<file path="src/design/apd_pkg.sv">
// shared constants and tables for the arc pose block
package apd_pkg;

  // angles in 16-bit fractions of a turn
  localparam logic [15:0] TURN_QUARTER = 16'h4000;
  localparam logic [15:0] TURN_HALF    = 16'h8000;
  localparam logic [15:0] TURN_OCTANT  = 16'h2000;

  // round(2^32 / (2*pi))
  localparam logic [29:0] INV_TWO_PI_Q32 = 30'd683565276;

  // cordic datapath: x, y in q2.30 and residual angle in 2^-32 turn, with headroom
  localparam int CORDIC_XW = 34;
  localparam logic signed [CORDIC_XW-1:0] CORDIC_GAIN_Q30 = 34'sd652032874;

  localparam logic signed [CORDIC_XW-1:0] ATAN_TURNS [0:31] = '{
    34'sd536870912, 34'sd316933406, 34'sd167458907, 34'sd85004756,
    34'sd42667331,  34'sd21354465,  34'sd10679838,  34'sd5340245,
    34'sd2670163,   34'sd1335087,   34'sd667544,    34'sd333772,
    34'sd166886,    34'sd83443,     34'sd41722,     34'sd20861,
    34'sd10430,     34'sd5215,      34'sd2608,      34'sd1304,
    34'sd652,       34'sd326,       34'sd163,       34'sd81,
    34'sd41,        34'sd20,        34'sd10,        34'sd5,
    34'sd3,         34'sd1,         34'sd1,         34'sd0
  };

  // divider: numerator bits after the 2^16 prescale, divisor is |radius|
  localparam int DIV_NW = 47;
  localparam int DIV_DW = 32;
  localparam int DIV_QW = 16;

  // register map
  localparam logic [7:0] CFG_IDX_RADIUS     = 8'd0;
  localparam logic [7:0] CFG_IDX_START_DIST = 8'd1;
  localparam logic [31:0] RADIUS_RST        = 32'h0001_0000;
  localparam logic [31:0] START_DIST_RST    = 32'h0000_0000;

endpackage

</file>
<file path="src/design/apd_cordic.sv">
// pipelined rotation-mode cordic giving cos and sin of a 16-bit turn angle
module apd_cordic #(
  parameter int STEPS     = 16,
  parameter int FRAC_BITS = 16,
  parameter int SIDE_W    = 1
) (
  input  logic                        clk,
  input  logic                        rst_n,
  input  logic                        en,
  input  logic                        in_valid,
  input  logic [15:0]                 in_angle,
  input  logic [SIDE_W-1:0]           in_side,
  output logic                        out_valid,
  output logic signed [FRAC_BITS+3:0] out_cos,
  output logic signed [FRAC_BITS+3:0] out_sin,
  output logic [SIDE_W-1:0]           out_side
);

  localparam int XW = apd_pkg::CORDIC_XW;
  localparam int CW = FRAC_BITS + 4;
  localparam int RS = 30 - FRAC_BITS;

  logic signed [XW-1:0] x_r    [0:STEPS];
  logic signed [XW-1:0] y_r    [0:STEPS];
  logic signed [XW-1:0] z_r    [0:STEPS];
  logic [1:0]           quad_r [0:STEPS];
  logic [SIDE_W-1:0]    side_r [0:STEPS];
  logic                 v_r    [0:STEPS];

  // quadrant reduction to [-1/8, 1/8) turn
  logic [15:0]          ang_oct;
  logic [1:0]           quad;
  logic [15:0]          rem16;
  logic signed [XW-1:0] z0;

  assign ang_oct = in_angle + apd_pkg::TURN_OCTANT;
  assign quad    = ang_oct[15:14];
  assign rem16   = in_angle - {quad, 14'b0};
  assign z0      = {{(XW-32){rem16[15]}}, rem16, 16'b0};

  always_ff @(posedge clk) begin
    if (!rst_n) begin
      v_r[0] <= 1'b0;
    end else if (en) begin
      v_r[0] <= in_valid;
    end
  end

  always_ff @(posedge clk) begin
    if (en) begin
      x_r[0]    <= apd_pkg::CORDIC_GAIN_Q30;
      y_r[0]    <= '0;
      z_r[0]    <= z0;
      quad_r[0] <= quad;
      side_r[0] <= in_side;
    end
  end

  for (genvar i = 0; i < STEPS; i++) begin : g_iter
    always_ff @(posedge clk) begin
      if (!rst_n) begin
        v_r[i+1] <= 1'b0;
      end else if (en) begin
        v_r[i+1] <= v_r[i];
      end
    end

    always_ff @(posedge clk) begin
      if (en) begin
        if (!z_r[i][XW-1]) begin
          x_r[i+1] <= x_r[i] - (y_r[i] >>> i);
          y_r[i+1] <= y_r[i] + (x_r[i] >>> i);
          z_r[i+1] <= z_r[i] - apd_pkg::ATAN_TURNS[i];
        end else begin
          x_r[i+1] <= x_r[i] + (y_r[i] >>> i);
          y_r[i+1] <= y_r[i] - (x_r[i] >>> i);
          z_r[i+1] <= z_r[i] + apd_pkg::ATAN_TURNS[i];
        end
        quad_r[i+1] <= quad_r[i];
        side_r[i+1] <= side_r[i];
      end
    end
  end

  // round to frac_bits, then put the quadrant back
  logic signed [XW-1:0] x_rnd, y_rnd;
  logic signed [CW-1:0] cx, sy;
  logic signed [CW-1:0] cos_nxt, sin_nxt;
  logic signed [CW-1:0] cos_r, sin_r;
  logic [SIDE_W-1:0]    side_o_r;
  logic                 v_o_r;

  assign x_rnd = x_r[STEPS] + (XW'(1) <<< (RS - 1));
  assign y_rnd = y_r[STEPS] + (XW'(1) <<< (RS - 1));
  assign cx    = x_rnd[XW-1:RS];
  assign sy    = y_rnd[XW-1:RS];

  always_comb begin
    case (quad_r[STEPS])
      2'd0: begin
        cos_nxt = cx;
        sin_nxt = sy;
      end
      2'd1: begin
        cos_nxt = -sy;
        sin_nxt = cx;
      end
      2'd2: begin
        cos_nxt = -cx;
        sin_nxt = -sy;
      end
      default: begin
        cos_nxt = sy;
        sin_nxt = -cx;
      end
    endcase
  end

  always_ff @(posedge clk) begin
    if (!rst_n) begin
      v_o_r <= 1'b0;
    end else if (en) begin
      v_o_r <= v_r[STEPS];
    end
  end

  always_ff @(posedge clk) begin
    if (en) begin
      cos_r    <= cos_nxt;
      sin_r    <= sin_nxt;
      side_o_r <= side_r[STEPS];
    end
  end

  assign out_valid = v_o_r;
  assign out_cos   = cos_r;
  assign out_sin   = sin_r;
  assign out_side  = side_o_r;

endmodule

</file>
<file path="config.mk">
export PLATFORM = sky130hd
export DESIGN_NAME = apd_cordic
export DESIGN_NICKNAME = d
export VERILOG_FILES = /design/src/design/apd_pkg.sv /design/src/design/apd_cordic.sv
export SDC_FILE = /design/constraint.sdc
export NUM_CORES = 2
export LEC_CHECK = 0
export BUFFER_PORTS_ARGS = -buffer_cell sky130_fd_sc_hd__buf_2
export CELL_PAD_IN_SITES_DETAIL_PLACEMENT = 1
export CELL_PAD_IN_SITES_GLOBAL_PLACEMENT = 2
export CORE_MARGIN = 2
export CORE_UTILIZATION = 40
export CTS_BUF_LIST = sky130_fd_sc_hd__clkbuf_8
export DETAILED_ROUTE_END_ITERATION = 6
export GPL_ROUTABILITY_DRIVEN = 0
export HOLD_SLACK_MARGIN = 0.06
export PLACE_DENSITY_LB_ADDON = 0.1
export SETUP_SLACK_MARGIN = 0.5
export SYNTH_ARGS = -nofsm -noshare
export SYNTH_HDL_FRONTEND = slang
export SYNTH_SLANG_ARGS = --single-unit
</file>
<file path="constraint.sdc">
create_clock -name clk -period 6.7 [get_ports clk]
set_clock_uncertainty 0.05 [all_clocks]
set_input_delay 1.675 -clock clk [delete_from_list [all_inputs] [get_ports clk]]
set_output_delay 1.675 -clock clk [all_outputs]
set_load 0.005 [all_outputs]
</file>
* Word level (Yosys, flattened, before mapping)
Memories as Yosys holds them, arrays and structs flattened. A register that Yosys moved wholly into a read port is not among the register bits. Cells that the tools add are included.
Operators by class: bitwise operators 65, equal/unequal tests 2, add/subtract/negate cells 101, multiplexer cells 168, reduce and logical (&&, ||, !) cells 2
Operators by type and width (number):
- $mux 34 | 48
- $pmux 20 s3 | 2
- $mux 1 | 118
- $add 34x15->34 const B | 2
- $add 34x19->34 | 2
- $add 34x20->34 | 2
- $add 34x21->34 | 2
- $add 34x22->34 | 2
- $add 34x23->34 | 2
- $add 34x24->34 | 2
- $add 34x25->34 | 2
- $add 34x26->34 | 2
- $add 34x27->34 | 2
- $add 34x28->34 | 2
- $add 34x29->34 | 2
- $add 34x30->34 | 2
- $add 34x31->34 | 2
- $add 34x32->34 | 2
- $add 34x33->34 | 2
- $sub 34x19->34 | 2
- $sub 34x20->34 | 2
- $sub 34x21->34 | 2
- $sub 34x22->34 | 2
- $sub 34x23->34 | 2
- 52 further kinds | 128
Storage, ports and cells: input port bits 21, bits in registers 40, bits in writable memories 1802, logic and storage cells 346, memories 6, output and inout bits 42
Memory list:
- x_r | depth 17, bits a word 34, read ports 17, clocked after memory_dff 0, wr ports 17, line apd_cordic.sv:23 | logic signed [XW-1:0] x_r [0:STEPS];
- y_r | depth 17, bits a word 34, read ports 17, clocked after memory_dff 0, wr ports 17, line apd_cordic.sv:24 | logic signed [XW-1:0] y_r [0:STEPS];
- z_r | depth 17, bits a word 34, read ports 16, clocked after memory_dff 0, wr ports 17, line apd_cordic.sv:25 | logic signed [XW-1:0] z_r [0:STEPS];
- quad_r | depth 17, bits a word 2, read ports 17, clocked after memory_dff 0, wr ports 17, line apd_cordic.sv:26 | logic [1:0] quad_r [0:STEPS];
- side_r | depth 17, bits a word 1, read ports 17, clocked after memory_dff 1, wr ports 17, line apd_cordic.sv:27 | logic [SIDE_W-1:0] side_r [0:STEPS];
- v_r | depth 17, bits a word 1, read ports 17, clocked after memory_dff 1, wr ports 17, line apd_cordic.sv:28 | logic v_r [0:STEPS];

* Depth between registers and ports, before layout
An unclocked memory read counts as a cell.
word-level depth 5, gate-level depth with buffers 21, depth with buffers taken out 21

* Worst setup path after synthesis
OpenSTA, ideal clock, no wires.
kind in2reg, start point input en, end point memory x_r[6][32] (netlist bit) (data pin), path buffers 4, library setup time 258 ps, arrival time 6209 ps, stages on the path 18, path slack 183 ps, cell sequence clkbuf_1 clkbuf_1 nand2_1 clkbuf_1 buf_1 o21ai_0 fa_1 a211o_1 a21oi_1 o21ai_0 a31o_2 a41oi_1 a2111oi_0 o21a_1 o21a_1 or4b_1 a31oi_1 xnor2_1
RTL lines:
- start, declared | line apd_cordic.sv:9 | input logic en,
- end, declared | line apd_cordic.sv:23

==> results <==
- Walking the worst path, the cells encountered are or3_1 -> or3_1 -> or2_2 -> nor2_1 -> nand2_1 -> or4_1 -> o41ai_1 -> xor2_1 -> ha_1 -> a21o_1 -> a21o_1 -> a21o_1 -> a311oi_1 -> o2111ai_2 -> a31oi_2 -> o31ai_1 -> a21o_1 -> a21oi_1 -> xnor2_1.
- The flip-flop and latch area is 45900 µm².
- The count of port buffers added during placement is 62.
- For this run, the register share of the synthesized area comes to 36.7%.
- Measured along the y axis, the die boundary spans 563 µm.
- The worst setup margin is roughly 880 ps.
- The worst hold path belongs to the class flip-flop to flip-flop.
- For this run, the post-layout net count is 14500.
- The number of hold-slack violations in the final timing report is 0.
- Clock-pin slew was measured on the worst setup and hold paths at 60 ps.
- The number of vias per cell is 5.65.
- CTS built an H-tree with a depth of 5.
- The sort of element at the end of the critical path is a flip-flop.
- The overall die width is roughly 560 µm.
- At the end of the flow the core is filled with cells to 44.0%.
- Broken down by cell family, the worst path's largest delay share belongs to compound AO/OA/AOI/OAI gates.
- Of all flip-flops after synthesis, the portion carrying an async set or reset was 0%.
- Wires add up to 370000 µm.
- The launching point of the worst reg2reg path is x_r[7][12].
- The average cell area after synthesis is 9.77 µm².
- The mapped netlist covers 125000 µm².
- The floorplan step defined a die boundary enclosing around 320000 µm².
- Global routing used ~23% of the available tracks.
- The slew at the pin closest to its max-slew limit is 1300 ps.
- The first routing iteration left between 5000 and 6000 violations.
- The maximum buffer depth of the clock tree is 4.
- The number of buffers and inverters on the critical path is 0.
- In the synthesized netlist, the cells that appear most often are edfxtp_1 (1527), ha_1 (1381), a21oi_1 (1227), xnor2_1 (1225), nor2_1 (1062).
- The floorplan row count is 205.
- Among the stages of the critical path, the cell type that occurs most often is a21o_1.
- In this run, synthesis produced a sequential element count of 1529.
- The clock root buffer is clkbuf_8.
- The share of the clock period used by the worst path after layout is 86.9%.
- The element type at the critical path start is a flip-flop.
- For this configuration, the core starts out at a cell density of about two fifths.
- The clock drives about 1500 sinks.
- The worst setup path startpoint is x_r[7][12].
- The number of CTS-inserted buffers is 298.
- The remaining global-route overflow is 0.
- Yosys attributes the largest share of cell area to edfxtp_1 (37%), ha_1 (14%), xnor2_1 (8.6%), a21oi_1 (4.9%), xor2_1 (4.4%).
- The final period demand of the worst path is approximately 5800 ps.
- In the synthesized netlist the dominant register cell turns out to be edfxtp_1.
- After clock tree synthesis, the setup repair step added 0 buffers.
- The final count of pins violating max slew is 0.
- The most common cell in the netlist is edfxtp_1.
- The post-detailed-route DRC marker count is 0.
- The post-route antenna net violation count is 0.
- The largest stage delay on the critical path is between 500 and 600 ps.
- When the netlist entered floorplanning its net count stood at 14200.
- The largest total area in the synthesized netlist belongs to edfxtp_1.
- Synthesis handed over a netlist of 12800 instances.
- For the worst setup path, the data required time is roughly 7400 ps.
- The slowest library cell on the worst path is or4_1.
- In this run the biggest area consumer among cell types represents 36.7% of the synthesized area.
- The I/O pin total is 63.
- For the worst setup path, the data arrival time is approximately 6600 ps.
- The first global-routing pass estimated a little under 600000 µm of wire.
- The worst pin sits at a relative slew slack of 13.2%.
- Before antenna repair, the detailed router went through 5 iterations.
- The count of flip-flops with a built-in enable after synthesis is 1527.
- The final sum of negative setup slack is 0 ps.
- During synthesis, Yosys emitted a total of 0 warnings.
- The post-route netlist has 6.08% of its cells at a drive strength greater than 1.
- The critical path in this run is classified as flip-flop to flip-flop.
- The number of max-capacitance violations reported is 0.
- The core region is between 300000 and 400000 µm².
- Setup repair after global routing left no endpoint under its margin.
- The number of gates resized after CTS is 0.
- The total setup violations reported at the end of the flow is 0.
- Compared with the post-synthesis result, the final layout area differs by 9.50%.
- The routed layout has ~100000 vias.
- The number of antenna violations at the first check in global routing is 16.
- The number of fillers in the final layout is approximately 35000.
- The clock insertion delay at the later pin of the skew report is 1030 ps.
- Detailed placement finished with a half-perimeter wire length of ~300000 µm.
- The highest clock frequency the design can meet is 172 MHz.
- The multi-input combinational cells in the finished layout cover a total of 76600 µm².
- The biggest fanout along the worst timing path is 5.
- The average wire length per cell after detail routing is 21.2 µm.
- The pre-CTS setup slack is 103 ps.
- Entering global routing, the biggest net connects 159 pins.
- For this design, the CTS-stage hold fixing added 0 buffers.
- The run finished with clean final reports.
- The startpoint of the most critical hold path is side_r[1].
- Counting distinct cell types in the post-synthesis netlist gives 93.
- TritonCTS built the clock tree.
- The number of global-route vias before repair is about 100k.
[cells by family (layout without fill, tap and decap cells)]
kind of cell,after synthesis,in the layout,synth area share (%)
other cells,0,7,0
mux,146,146,1.49
xor+xnor,1850,1850,13.0
buf+inv,689,1230,2.08
flops,1529,1529,36.7
fa+ha+maj,1421,1421,14.5
simple gates,3379,3379,13.0
compound gates,3779,3779,19.2
[layout by cell type (no fill, tap or decap), types with 107 or more instances in the layout]
cell,Yosys,routed
a211oi_1,111,111
a21o_1,570,570
a21oi_1,1227,1227
a31oi_1,108,107
and3_1,128,128
buf_4,0,133
clkbuf_8,0,304
edfxtp_1,1527,1527
ha_1,1381,1381
inv_1,481,547
nand2_1,695,685
nand2b_1,212,212
nand3_1,221,221
nor2_1,1062,1062
nor2b_1,172,172
nor3_1,337,336
o21a_1,235,235
o21ai_0,705,705
o21bai_1,163,163
o31ai_1,115,115
or3_1,112,112
xnor2_1,1225,1225
xor2_1,624,624
[registers in the layout, summed over array words and instances (netlist names)]
name	cells
y_r	498
x_r	471
z_r	450
quad_r	34
out_cos	20
out_sin	20
side_r	17
v_r	17
out_side	1
out_valid	1
[stage by stage]
step	instances	hold slack [ps]	area, µm²
after global routing	17500	371	137000
after CTS	17500	370	137000
after detailed placement	16900	356	131000
final	17500	367	137000
after global placement	16900	350	131000
after floorplan	12800	350	125000
[worst register-to-register path: stages (launching register included)]
cell and delay [ps]:
edfxtp_1 490, or3_1 440, or3_1 350, or2_2 330
nor2_1 110, nand2_1 120, or4_1 510, o41ai_1 330
xor2_1 280, ha_1 340, a21o_1 180, a21o_1 170
a21o_1 180, a311oi_1 500, o2111ai_2 290, a31oi_2 300
o31ai_1 180, a21o_1 200, a21oi_1 170, xnor2_1 80
[cell type report]
| type | instances | share of cell area, % |
|---|---|---|
| clock inverters | 229 | 1.20 |
| diodes | 7 | 0.0128 |
| inverters | 490 | 1.34 |
| well taps | 4140 | 3.78 |
| repair buffers | 207 | 1.14 |
| multi-input cells | 10600 | 55.9 |
| clock buffers | 304 | 3.06 |
| flip-flops and latches | 1529 | 33.5 |
[final timing paths]
| check | endpoint | slack, ps | cells after the start |
|---|---|---|---|
| min reg2reg | side_r[2] | 370 | 0 |
| max reg2reg | y_r[8][31] | 880 | 19 |
| max | y_r[8][31] | 880 | 19 |
| min | side_r[2] | 370 | 0 |
[routing by layer]
metal  part of all wire, %  global-route usage, %  vias to the layer above
li1                      -                      -                    48300
met1                    45                   29.6                    48600
met2                    49                   40.6                     1317
met3                   3.3                   2.55                      495
met4                   2.5                   5.75                        2
met5                0.0038                      0                        -
Power is left out: the tool's default activity adds up to more than one toggle a clock period on the data nets, which glitch-free logic cannot reach.
